--- config.mk ---
export PLATFORM = sky130hd
export DESIGN_NAME = speed_command_frame_parser_top
export DESIGN_NICKNAME = d
export VERILOG_FILES = /design/src/hdl/scfp_pkg.sv /design/src/hdl/scfp_parser.sv /design/src/hdl/scfp_scale.sv /design/src/hdl/speed_command_frame_parser_top.sv
export SDC_FILE = /design/constraint.sdc
export NUM_CORES = 2
export LEC_CHECK = 0
export ABC_AREA = 1
export BUFFER_PORTS_ARGS = -buffer_cell sky130_fd_sc_hd__buf_2
export CAP_MARGIN = 20
export CELL_PAD_IN_SITES_DETAIL_PLACEMENT = 0
export CELL_PAD_IN_SITES_GLOBAL_PLACEMENT = 1
export CORE_ASPECT_RATIO = 1.75
export CORE_MARGIN = 4
export CORE_UTILIZATION = 48
export CTS_BUF_LIST = sky130_fd_sc_hd__clkbuf_8
export DETAILED_ROUTE_END_ITERATION = 10
export PLACE_DENSITY = 0.9
export SYNTH_ARGS = -nofsm -noshare
export SYNTH_HDL_FRONTEND = slang
export SYNTH_SLANG_ARGS = --single-unit
--- constraint.sdc ---
create_clock -name clk -period 6.8 [get_ports clk]
set_input_delay 0.68 -clock clk [delete_from_list [all_inputs] [get_ports clk]]
set_output_delay 0.68 -clock clk [all_outputs]
set_load 0.01 [all_outputs]
--- src/hdl/scfp_pkg.sv ---
// Shared types, character codes and helper functions for the speed command frame parser.
package scfp_pkg;

	localparam int FRAME_MAX_DEF = 64;
	localparam int PART_MAX_DEF  = 9;

	localparam int CHAR_W  = 4;
	localparam int MAG_W   = 32;
	localparam int SCALE_W = 8;
	localparam int BYTE_W  = 8;

	localparam logic [SCALE_W-1:0] SCALE_RESET = 8'd10;

	localparam logic [BYTE_W-1:0] CH_V     = 8'h56;
	localparam logic [BYTE_W-1:0] CH_E     = 8'h45;
	localparam logic [BYTE_W-1:0] CH_PLUS  = 8'h2B;
	localparam logic [BYTE_W-1:0] CH_MINUS = 8'h2D;
	localparam logic [BYTE_W-1:0] CH_CR    = 8'h0D;
	localparam logic [BYTE_W-1:0] CH_LF    = 8'h0A;
	localparam logic [BYTE_W-1:0] CH_NUL   = 8'h00;
	localparam logic [BYTE_W-1:0] CH_SP    = 8'h20;
	localparam logic [BYTE_W-1:0] CH_TAB   = 8'h09;
	localparam logic [BYTE_W-1:0] CH_VT    = 8'h0B;
	localparam logic [BYTE_W-1:0] CH_FF    = 8'h0C;
	localparam logic [BYTE_W-1:0] CH_0     = 8'h30;
	localparam logic [BYTE_W-1:0] CH_9     = 8'h39;

	typedef enum logic [1:0] {
		PH_LEFT    = 2'd0,
		PH_RIGHT   = 2'd1,
		PH_DISCARD = 2'd2
	} phase_t;

	typedef enum logic [1:0] {
		SC_BLANKS  = 2'd0,
		SC_DIGITS  = 2'd1,
		SC_STOPPED = 2'd2
	} scan_t;

	// result request from the parser to the scaling stage
	typedef struct packed {
		logic             valid;
		logic [MAG_W-1:0] left_mag;
		logic [MAG_W-1:0] right_mag;
		logic             left_fwd;
		logic             right_fwd;
	} emit_t;

	function automatic logic is_blank(input logic [BYTE_W-1:0] c);
		return (c == CH_SP) || (c == CH_TAB) || (c == CH_VT) || (c == CH_FF) ||
			(c == CH_CR) || (c == CH_LF);
	endfunction

	function automatic logic is_digit(input logic [BYTE_W-1:0] c);
		return (c >= CH_0) && (c <= CH_9);
	endfunction

	// v*10 + d, saturating at all ones
	function automatic logic [MAG_W-1:0] acc_digit(input logic [MAG_W-1:0] v,
		input logic [3:0] d);
		logic [MAG_W+3:0] t;
		t = {1'b0, v, 3'b000} + {3'b000, v, 1'b0} + {{MAG_W{1'b0}}, d};
		return (t[MAG_W+3:MAG_W] != 4'd0) ? {MAG_W{1'b1}} : t[MAG_W-1:0];
	endfunction

	function automatic logic [MAG_W-1:0] sat_mul(input logic [MAG_W-1:0] m,
		input logic [SCALE_W-1:0] s);
		logic [MAG_W+SCALE_W-1:0] p;
		p = {{SCALE_W{1'b0}}, m} * {{MAG_W{1'b0}}, s};
		return (p[MAG_W+SCALE_W-1:MAG_W] != '0) ? {MAG_W{1'b1}} : p[MAG_W-1:0];
	endfunction

endpackage

--- src/hdl/scfp_parser.sv ---
// Frame tracking and per-part number scanning, one byte per step.
module scfp_parser #(
	parameter int FRAME_MAX = scfp_pkg::FRAME_MAX_DEF,
	parameter int PART_MAX  = scfp_pkg::PART_MAX_DEF
) (
	input  logic                        clk,
	input  logic                        arst_n,
	input  logic                        step,
	input  logic [scfp_pkg::BYTE_W-1:0] rx_byte,
	output scfp_pkg::emit_t             emit
);

	localparam int LEN_W = $clog2(FRAME_MAX);
	localparam logic [LEN_W-1:0] LEN_LAST = LEN_W'(FRAME_MAX - 1);
	localparam logic [scfp_pkg::CHAR_W-1:0] PART_LIM = scfp_pkg::CHAR_W'(PART_MAX);
	localparam logic [scfp_pkg::CHAR_W-1:0] ONE_CHAR = scfp_pkg::CHAR_W'(1);

	logic [LEN_W-1:0]                len_q, len_d;
	scfp_pkg::phase_t                ph_q, ph_d;
	logic [scfp_pkg::MAG_W-1:0]      lval_q, lval_d, rval_q, rval_d;
	logic                            lneg_q, lneg_d, rneg_q, rneg_d;
	scfp_pkg::scan_t                 lscan_q, lscan_d, rscan_q, rscan_d;
	logic [scfp_pkg::CHAR_W-1:0]     lchars_q, lchars_d, rchars_q, rchars_d;
	logic                            c_digit;

	assign c_digit = scfp_pkg::is_digit(rx_byte);

	always_ff @(posedge clk or negedge arst_n) begin
		if (!arst_n) begin
			len_q    <= '0;
			ph_q     <= scfp_pkg::PH_LEFT;
			lval_q   <= '0;
			lneg_q   <= 1'b0;
			lscan_q  <= scfp_pkg::SC_BLANKS;
			lchars_q <= '0;
			rval_q   <= '0;
			rneg_q   <= 1'b0;
			rscan_q  <= scfp_pkg::SC_DIGITS;
			rchars_q <= '0;
		end else if (step) begin
			len_q    <= len_d;
			ph_q     <= ph_d;
			lval_q   <= lval_d;
			lneg_q   <= lneg_d;
			lscan_q  <= lscan_d;
			lchars_q <= lchars_d;
			rval_q   <= rval_d;
			rneg_q   <= rneg_d;
			rscan_q  <= rscan_d;
			rchars_q <= rchars_d;
		end
	end

	always_comb begin
		logic clear;
		clear    = 1'b0;
		len_d    = len_q;
		ph_d     = ph_q;
		lval_d   = lval_q;
		lneg_d   = lneg_q;
		lscan_d  = lscan_q;
		lchars_d = lchars_q;
		rval_d   = rval_q;
		rneg_d   = rneg_q;
		rscan_d  = rscan_q;
		rchars_d = rchars_q;

		emit.valid     = 1'b0;
		emit.left_mag  = lval_q;
		emit.right_mag = rval_q;
		emit.left_fwd  = !(lneg_q && (lval_q != '0));
		emit.right_fwd = !(rneg_q && (rval_q != '0));

		if (rx_byte != scfp_pkg::CH_CR && rx_byte != scfp_pkg::CH_LF) begin
			if (len_q == '0) begin
				if (rx_byte == scfp_pkg::CH_V) begin
					clear = 1'b1;
					len_d = LEN_W'(1);
				end
			end else if (len_q >= LEN_LAST) begin
				// buffer full: drop the frame, wait for the closing E
				ph_d = scfp_pkg::PH_DISCARD;
				if (rx_byte == scfp_pkg::CH_E) begin
					len_d = '0;
					clear = 1'b1;
				end
			end else if (rx_byte == scfp_pkg::CH_E) begin
				len_d      = '0;
				emit.valid = (ph_q == scfp_pkg::PH_RIGHT);
				clear      = 1'b1;
			end else begin
				len_d = len_q + LEN_W'(1);
				unique case (ph_q)
					scfp_pkg::PH_LEFT: begin
						if (rx_byte == scfp_pkg::CH_NUL) begin
							ph_d = scfp_pkg::PH_DISCARD;
						end else if (lchars_q >= ONE_CHAR &&
							(rx_byte == scfp_pkg::CH_PLUS || rx_byte == scfp_pkg::CH_MINUS)) begin
							// split: the sign char opens the right part
							ph_d     = (ONE_CHAR > PART_LIM) ? scfp_pkg::PH_DISCARD
								: scfp_pkg::PH_RIGHT;
							rneg_d   = (rx_byte == scfp_pkg::CH_MINUS);
							rscan_d  = scfp_pkg::SC_DIGITS;
							rchars_d = ONE_CHAR;
						end else if (lchars_q >= PART_LIM) begin
							ph_d = scfp_pkg::PH_DISCARD;
						end else begin
							lchars_d = lchars_q + ONE_CHAR;
							case (lscan_q)
								scfp_pkg::SC_BLANKS: begin
									if (scfp_pkg::is_blank(rx_byte)) begin
										lscan_d = scfp_pkg::SC_BLANKS;
									end else if (rx_byte == scfp_pkg::CH_PLUS) begin
										lscan_d = scfp_pkg::SC_DIGITS;
									end else if (rx_byte == scfp_pkg::CH_MINUS) begin
										lneg_d  = 1'b1;
										lscan_d = scfp_pkg::SC_DIGITS;
									end else if (c_digit) begin
										lval_d  = scfp_pkg::acc_digit(lval_q, rx_byte[3:0]);
										lscan_d = scfp_pkg::SC_DIGITS;
									end else begin
										lscan_d = scfp_pkg::SC_STOPPED;
									end
								end
								scfp_pkg::SC_DIGITS: begin
									if (c_digit)
										lval_d = scfp_pkg::acc_digit(lval_q, rx_byte[3:0]);
									else
										lscan_d = scfp_pkg::SC_STOPPED;
								end
								default: begin
									lscan_d = lscan_q;
								end
							endcase
						end
					end
					scfp_pkg::PH_RIGHT: begin
						if (rx_byte == scfp_pkg::CH_NUL) begin
							ph_d = scfp_pkg::PH_DISCARD;
						end else if (rchars_q >= PART_LIM) begin
							ph_d = scfp_pkg::PH_DISCARD;
						end else begin
							rchars_d = rchars_q + ONE_CHAR;
							if (rscan_q == scfp_pkg::SC_DIGITS) begin
								if (c_digit)
									rval_d = scfp_pkg::acc_digit(rval_q, rx_byte[3:0]);
								else
									rscan_d = scfp_pkg::SC_STOPPED;
							end
						end
					end
					default: begin
						ph_d = ph_q;
					end
				endcase
			end
		end

		if (clear) begin
			ph_d     = scfp_pkg::PH_LEFT;
			lval_d   = '0;
			lneg_d   = 1'b0;
			lscan_d  = scfp_pkg::SC_BLANKS;
			lchars_d = '0;
			rval_d   = '0;
			rneg_d   = 1'b0;
			rscan_d  = scfp_pkg::SC_DIGITS;
			rchars_d = '0;
		end
	end

endmodule

--- src/hdl/scfp_scale.sv ---
// Scale register, saturating multipliers and the result output register.
module scfp_scale (
	input  logic                         clk,
	input  logic                         arst_n,
	input  logic                         cfg_wr_en,
	input  logic [scfp_pkg::SCALE_W-1:0] cfg_wr_data,
	input  logic                         load,
	input  scfp_pkg::emit_t              emit,
	output logic                         out_free,
	output logic                         out_valid,
	input  logic                         out_ready,
	output logic [scfp_pkg::MAG_W-1:0]   left_drive,
	output logic [scfp_pkg::MAG_W-1:0]   right_drive,
	output logic                         left_forward,
	output logic                         right_forward
);

	logic [scfp_pkg::SCALE_W-1:0] scale_q;
	logic                         valid_q;
	logic [scfp_pkg::MAG_W-1:0]   ldrive_q, rdrive_q;
	logic                         lfwd_q, rfwd_q;

	assign out_free = !valid_q || out_ready;

	always_ff @(posedge clk or negedge arst_n) begin
		if (!arst_n) begin
			scale_q <= scfp_pkg::SCALE_RESET;
			valid_q <= 1'b0;
		end else begin
			if (cfg_wr_en)
				scale_q <= cfg_wr_data;
			if (load)
				valid_q <= 1'b1;
			else if (out_ready)
				valid_q <= 1'b0;
		end
	end

	always_ff @(posedge clk) begin
		if (load) begin
			ldrive_q <= scfp_pkg::sat_mul(emit.left_mag, scale_q);
			rdrive_q <= scfp_pkg::sat_mul(emit.right_mag, scale_q);
			lfwd_q   <= emit.left_fwd;
			rfwd_q   <= emit.right_fwd;
		end
	end

	assign out_valid     = valid_q;
	assign left_drive    = ldrive_q;
	assign right_drive   = rdrive_q;
	assign left_forward  = lfwd_q;
	assign right_forward = rfwd_q;

endmodule

--- src/hdl/speed_command_frame_parser_top.sv ---
// Top level of the speed command frame parser: input register, parser and result stage.
//
//  channel   dir  handshake             payload
//  s_axis    in   tvalid/tready         tdata[7:0] = rx_byte
//  m_axis    out  tvalid/tready         tdata[31:0] left_drive, [63:32] right_drive;
//                                       tuser[0] left_forward, tuser[1] right_forward
//  cfg       in   cfg_wr_en             cfg_wr_data[7:0] = speed_scale
//
//  One byte per cycle sustained. A byte is held in the input register, where the parser
//  state and, on a closing E, the scale multipliers act on it; a result is registered in the
//  output register on m_axis. Reset clears the frame state and sets speed_scale to 10.
//  Only a closing E that produces a result waits while the output register is full and not
//  taken; every other byte passes through regardless of the output side.
module speed_command_frame_parser_top #(
	parameter int FRAME_MAX = scfp_pkg::FRAME_MAX_DEF,
	parameter int PART_MAX  = scfp_pkg::PART_MAX_DEF
) (
	input  logic                         clk,
	input  logic                         arst_n,
	input  logic                         s_axis_tvalid,
	output logic                         s_axis_tready,
	input  logic [7:0]                   s_axis_tdata,   // [7:0] rx_byte
	output logic                         m_axis_tvalid,
	input  logic                         m_axis_tready,
	output logic [63:0]                  m_axis_tdata,   // [31:0] left_drive, [63:32] right_drive
	output logic [1:0]                   m_axis_tuser,   // [0] left_forward, [1] right_forward
	input  logic                         cfg_wr_en,
	input  logic [scfp_pkg::SCALE_W-1:0] cfg_wr_data
);

	logic                        valid_s1;
	logic [scfp_pkg::BYTE_W-1:0] byte_s1;
	logic                        advance, load, out_free;
	scfp_pkg::emit_t             emit;

	assign advance       = valid_s1 && (!emit.valid || out_free);
	assign load          = advance && emit.valid;
	assign s_axis_tready = !valid_s1 || advance;

	always_ff @(posedge clk or negedge arst_n) begin
		if (!arst_n)
			valid_s1 <= 1'b0;
		else if (s_axis_tready)
			valid_s1 <= s_axis_tvalid;
	end

	always_ff @(posedge clk) begin
		if (s_axis_tready && s_axis_tvalid)
			byte_s1 <= s_axis_tdata;
	end

	scfp_parser #(
		.FRAME_MAX (FRAME_MAX),
		.PART_MAX  (PART_MAX)
	) u_parser (
		.clk     (clk),
		.arst_n  (arst_n),
		.step    (advance),
		.rx_byte (byte_s1),
		.emit    (emit)
	);

	scfp_scale u_scale (
		.clk           (clk),
		.arst_n        (arst_n),
		.cfg_wr_en     (cfg_wr_en),
		.cfg_wr_data   (cfg_wr_data),
		.load          (load),
		.emit          (emit),
		.out_free      (out_free),
		.out_valid     (m_axis_tvalid),
		.out_ready     (m_axis_tready),
		.left_drive    (m_axis_tdata[31:0]),
		.right_drive   (m_axis_tdata[63:32]),
		.left_forward  (m_axis_tuser[0]),
		.right_forward (m_axis_tuser[1])
	);

	// a result only ever comes from a closing E
	a_emit_on_e: assert property (@(posedge clk) disable iff (!arst_n)
		(valid_s1 && emit.valid) |-> (byte_s1 == scfp_pkg::CH_E))
		else $error("result requested for a byte other than E");

	// never overwrite a result that has not been taken
	a_no_overwrite: assert property (@(posedge clk) disable iff (!arst_n)
		(m_axis_tvalid && !m_axis_tready) |-> !load)
		else $error("output register overwritten while stalled");

	// a loaded result shows up on the output the next cycle
	a_load_shows: assert property (@(posedge clk) disable iff (!arst_n)
		load |=> m_axis_tvalid)
		else $error("loaded result not presented");

	// a held byte stays put until the parser takes it
	a_hold_s1: assert property (@(posedge clk) disable iff (!arst_n)
		(valid_s1 && !advance) |=> (valid_s1 && $stable(byte_s1)))
		else $error("stalled input byte lost");

endmodule

## After elaboration in Yosys (flattened, before gate mapping)

Index checks and enable logic that the tools add are counted.

| storage, ports and cells | value |
|---|---|
| register bits after elaboration | 170 |
| bits in latches | 0 |
| RAM bits | 0 |
| memory bits (read-only) | 0 |
| word-level logic and storage cells | 244 |
| memories kept | 0 |

| cells by class | value |
|---|---|
| add/subtract/negate cells | 7 |
| multiply operators | 2 |
| divide/modulo/power cells | 0 |
| magnitude comparators | 6 |
| equal/unequal tests | 39 |
| shift operators | 0 |
| muxes and demuxes | 118 |
| bitwise logic cells | 0 |
| reduce and logical (&&, ||, !) cells | 54 |

Operators with widths:

| cell | count |
|---|---|
| $mux 32 | 25 |
| $mul 32x8->40 | 2 |
| $add 35x33->36 | 2 |
| $add 36x4->36 | 2 |
| $mux 4 | 18 |
| $mux 2 | 34 |
| $pmux 32 s2 | 1 |
| $reduce_bool 32->1 | 2 |
| $eq 8x4->1 const B | 5 |
| $mux 1 | 31 |
| $mux 6 | 5 |
| $ne 3x3->1 const B | 9 |
| $reduce_and 13->1 | 2 |
| $eq 8x6->1 const B | 3 |
| $ne 2x2->1 const B | 10 |
| $reduce_and 10->1 | 2 |
| $reduce_bool 2->1 | 9 |
| $eq 8x7->1 const B | 2 |
| $ne 8x4->1 const B | 2 |
| $reduce_bool 8->1 | 2 |
| $pmux 2 s2 | 3 |
| $reduce_and 12->1 | 1 |
| $reduce_bool 4->1 | 3 |
| $reduce_and 11->1 | 1 |
| other kinds (24) | 50 |

## Longest topological paths before layout

| logic depth | value |
|---|---|
| depth after elaboration | 18 |
| gate-level depth with buffers | 29 |

## Cells and area by module

Synthesis repeated with hierarchy kept, for this count alone.

| unflattened totals | value |
|---|---|
| cell total of the unflattened synthesis | 4678 |
| area, all modules | 31846.8 µm² |

Modules (own cells, without submodules):

| module | times used | cells each | area each (µm²) | seq. area each (µm²) |
|---|---|---|---|---|
| scfp_scale | 1 | 3033 | 21490.6 | 2209.6 |
| scfp_parser | 1 | 1627 | 10045.9 | 2153.3 |
| speed_command_frame_parser_top | 1 | 18 | 310.3 | 265.3 |

## Worst setup path after synthesis

No wires, ideal clock.

| timing | value |
|---|---|
| path type | register to register |
| start point | register u_scale.scale_q[3] in the netlist's numbering |
| end point | register u_scale.rdrive_q, in the netlist u_scale.right_drive[0] (data pin) |
| arrival time | 4.753 ns |
| data required time | 6.538 ns |
| setup slack | 1.784 ns |
| cell stages (with the launch flop) | 26 |
| path buffers | 3 |
| path through | dfstp_2 clkbuf_1 buf_1 nand2_1 fa_1 fa_1 inv_1 fa_1 inv_1 fa_1 inv_1 ha_1 nand2_1 nor2_1 nand2_1 nand3_1 nand2_1 nand2_2 nand2_1 nand2_1 nand2_1 nand2_1 nand2_1 nor2_2 buf_2 nand3_1 |

| between the ends | value |
|---|---|
| cells in the longest elaborated chain, start to end | 2 |

RTL lines:

| element | line | source |
|---|---|---|
| start: declaration | scfp_scale.sv:18 | `logic [scfp_pkg::SCALE_W-1:0] scale_q;` |
| start signal: assignment | scfp_scale.sv:27 | `scale_q <= scfp_pkg::SCALE_RESET;` |
| start signal: assignment | scfp_scale.sv:31 | `scale_q <= cfg_wr_data;` |
| $mul 32x8->40 | scfp_pkg.sv:69 | `p = {{SCALE_W{1'b0}}, m} * {{MAG_W{1'b0}}, s};` |
| $reduce_bool 8->1 | scfp_pkg.sv:70 | `return (p[MAG_W+SCALE_W-1:MAG_W] != '0) ? {MAG_W{1'b1}} : p[MAG_W-1:0];` |
| end signal: assignment | scfp_scale.sv:42 | `rdrive_q <= scfp_pkg::sat_mul(emit.right_mag, scale_q);` |
| end: declaration | scfp_scale.sv:20 | `logic [scfp_pkg::MAG_W-1:0] ldrive_q, rdrive_q;` |

No other way between the ends.
A chain may end at the register's enable or synchronous reset.

## Final worst setup path

| timing | value |
|---|---|
| start point | register u_scale.scale_q[3] in the netlist's numbering |
| end point | register u_scale.ldrive_q, in the netlist u_scale.left_drive[7] (data pin) |

| between the ends | value |
|---|---|
| cells in the longest elaborated chain, start to end | 2 |

RTL lines:

| element | line | source |
|---|---|---|
| $mul 32x8->40 (*) | scfp_pkg.sv:69 |  |
| $reduce_bool 8->1 | scfp_pkg.sv:70 |  |
| end signal: assignment | scfp_scale.sv:41 | `ldrive_q <= scfp_pkg::sat_mul(emit.left_mag, scale_q);` |
| end: declaration | scfp_scale.sv:20 |  |

Mark *: on every way between the ends. The rest lies on a longest branch, timed or not.

==> summary.txt <==
Outcome
  • Outcome: complete, no violations

Logic synthesis
  • Largest family of logic cells by synthesized area: adder cells
  • Synth cell types: 47
  • Post-Syn Nets: between 5000 and 6000
  • EDFF count, synth: 74
  • Synth Area in Adders: around 34%
  • Mux contribution to synthesized area: 0.291%
  • Ys async rst share: a little under three fifths
  • Synth Warn #: 0
  • Synth top cells by count: nand2_1, inv_1, fa_1, ha_1, nor2_1
  • Post-synthesis compound-gate area fraction: 4.42%
  • Synth area leader: fa_1
  • Number of synthesized register bits: 170
  • Top cell type's share of synthesized area: between 20% and 30%
  • Syn Std Cell Area: a little over 30000 um2
  • Synth Flop Type: dfrtp_1
  • XOR/XNOR Fraction of Synth Area: 2.71%
  • Most frequent cell after synthesis: nand2_1
  • Sequential area share after synthesis: roughly 15%
  • Post-Synth Simple-Gate Area: between 20% and 30%
  • Cell count after synthesis: 4519
  • Synth area leaders: fa_1, nand2_1, inv_1, ha_1, dfrtp_1
  • Syn_area_per_cell: between 6 and 7 um2

Cells and area
  • Fill cell count: 6559
  • Nets@finish: ~5100
  • Multi-input logic area: 21700 um2
  • Area Growth Syn to Fin: 5.02%
  • Fraction of layout cells with a size suffix above 1: 5.47%
  • Register area: 4640 um2

Detailed routing
  • Vias: ~27000
  • Mean number of vias per cell: ~5.1
  • Final wirelength: 90.8 mm
  • Drc violations: 0
  • First DRT Iteration DRCs: roughly 1400
  • WL per Instance: 17.0 um
  • Pre-antenna DRT Iters: 5
  • Post-route ant nets: 0

Global route
  • GR Overflow Total: 0
  • First-pass GRT wire length: 148 mm
  • Overall routing resource usage: a little over a quarter
  • Vias in the first global route: just under 30000
  • Initial antenna violation count: 1
  • Pin count of the biggest net entering global routing: 65

Power
  • Power density cells: roughly 120 nW/um2
  • Leak: 20.0 nW
  • Total design power: roughly 0.0039 W
  • Worst IR drop on VDD: roughly 0.00014 V

Critical path
  • Crit path top cell by count: nand2_1
  • Worst-path cell chain: nand2_1 > fa_1 > fa_1 > fa_1 > fa_1 > inv_1 > ha_1 > nand2_1 > nor2_1 > nand2_1 > nor2_1 > nand2_1 > nand3_1 > nand2_1 > nand3_1 > nand3_1 > nor2_4 > buf_4 > nand3_2
  • CP max-delay cell: dfstp_2
  • Worst EP required: slightly above 7 ns
  • Critical path class: register to register
  • CP peak stage delay: between 1 and 1.5 ns
  • Worst EP arrival: roughly 6.4 ns
  • Crit-path max FO: 32
  • Crit path launch: u_scale.scale_q[3]
  • Crit start category: register
  • Worst R2R Start: u_scale.scale_q[3]
  • Critical Path End Type: register

STA
  • Worst slew pin tran: approximately 0.93 ns
  • RSZ-0062 raised after global routing: false
  • Fin. max-slew vios: 0
  • Setup violation total in the final timing report: 0
  • Period minus WS final: about 6.1 ns
  • Hold Vio Cnt, Final: 0
  • Layout Skew: 0.0317 ns
  • Period utilization: 89.2%
  • Max Freq: about 160 MHz
  • Max_slew headroom: between 30% and 40%
  • Final setup TNS: 0 ns

Flow run
  • Maxcap violations: 0

Clock tree
  • Worst skew pair latency: a little under 0.6 ns
  • Post-cts sizing count: 0
  • CTS Buf Count: 17
  • Reg clk slew, reported paths: between 0.1 and 0.15 ns
  • Sink Count: 170
  • Clock Path Buffers: 2
  • CTS tree: yes
  • CTS Root Cell: clkbuf_8
  • Post-CTS setup buffer count: 0
  • # H-tree levels: 4
  • CTS Hold Bufs: 0

Placement
  • Post-DP HPWL: roughly 75 mm
  • # port buffers: 88
  • Final GP Congestion: approximately 0.95

Die
  • DIE AREA: around 70000 um2
  • FP Rows: 123
  • Chip width: between 200 and 250 um
  • Initial Util: 48.3%
  • Ports: slightly below 90
  • Die Ht: ~340 um
  • Core area: 64200 um2

Hold path
  • Hold Crit Class: input port to asynchronous set/reset pin
-- metrics by stage --
stage	setup WS [ns]	cells	instance area [um2]	util [%]	hold WS [ns]
after CTS	0.774	5327	32500	50.6	0.0806
after detailed placement	0.778	5295	32100	49.9	0.467
after floorplan	1.78	4519	31000	-	0.384
after global routing	0.471	5329	32500	50.7	0.117
final	0.737	5329	32500	50.7	0.101
after global placement	0.821	5295	32100	49.9	0.467
-- sequential cells by signal, indices dropped and copies added (netlist names), 4 cells and up --
signal and cells:
u_scale.scale_q 8, u_parser.lchars_q 4, u_scale.left_drive 32, u_parser.rval_q 32, u_parser.lval_q 32, u_parser.len_q 6
u_scale.right_drive 32, u_parser.rchars_q 4, byte_s1 8
-- metal layers --
layer | vias to the layer above | routed length, um | share of wire, % | GRT usage (%)
li1 | 13400 | - | - | -
met1 | 13000 | 30500 | 34 | 26.8
met2 | 731 | 50100 | 55 | 52.8
met3 | 352 | 2770 | 3.0 | 2.48
met4 | 0 | 7380 | 8.1 | 18.5
met5 | - | 0 | 0 | 0
-- critical path, delay by kind of cell (launching register included) --
family / cells / cell delay [ns]
adder cells (fa/ha/maj): 5 / 2.43
buffers and inverters: 2 / 0.50
flip-flops: 1 / 1.02
AND/OR/NAND/NOR: 12 / 1.84
-- report_power, final --
| group | switching, W | internal [W] | total (W) | leakage [nW] |
|---|---|---|---|---|
| Combinational | 0.000984 | 0.000645 | 0.00163 | 17.8 |
| Clock | 0.000486 | 0.000359 | 0.000844 | 0.222 |
| Sequential | 0.000215 | 0.00117 | 0.00138 | 2.05 |
| Total | 0.00168 | 0.00217 | 0.00386 | 20.0 |
-- final timing paths --
kind / to / slack (ns) / cells past startpoint
min reg2reg: u_parser.rscan_q[1] / 0.49 / 2
max in group asynchronous: u_scale.scale_q[7] / 5.41 / 2
min: u_parser.rval_q[30] / 0.10 / 1
max reg2reg: u_scale.left_drive[7] / 0.74 / 19
min in group clk: byte_s1[3] / 0.28 / 1
max: u_scale.left_drive[7] / 0.74 / 19
-- cell usage in the layout (no fill, tap or decap), types with 4 or more instances in the layout --
cell type,netlist,final
a21oi_1,129,129
dfrtp_1,93,87
clkbuf_8,0,18
buf_12,0,4
buf_2,21,87
nor4_1,18,18
a31oi_1,5,5
nand3_1,201,201
nor2_1,210,209
inv_2,10,11
nand2_1,1596,1596
nand3_2,34,34
ha_1,254,254
nor2_4,4,4
buf_4,9,38
edfxtp_1,74,74
xnor2_1,65,65
nand3b_1,17,17
nor3_1,33,33
a21o_1,5,5
o21ai_1,10,10
nand2_2,4,4
o21ai_0,78,78
nor2_2,7,8
inv_1,1037,1036
fa_1,364,364
dfrtp_2,0,6
inv_8,0,5
o21bai_1,21,21
mux2_2,8,8
nand4_1,18,18
and2_1,7,7
xor2_1,31,31
-- area by class of cell --
| class | instances | share of cell area (%) |
|---|---|---|
| flip-flops and latches | 170 | 14.3 |
| clock inverters | 14 | 0.612 |
| well taps | 812 | 3.12 |
| multi-input cells | 3136 | 66.6 |
| inverters | 1048 | 12.1 |
| repair buffers | 130 | 2.55 |
| clock buffers | 18 | 0.762 |
| diodes | 1 | 0.00769 |
-- cell families after synthesis --
family / after synthesis
DFF: 170
xor gates and xnor gates: 96
muxes: 8
buffers and inverters: 1213
AOI/OAI and AO/OA: 254
adders and majority gates: 618
and+or+nand+nor: 2160
No activity file was read; power rests on OpenSTA's default activity.
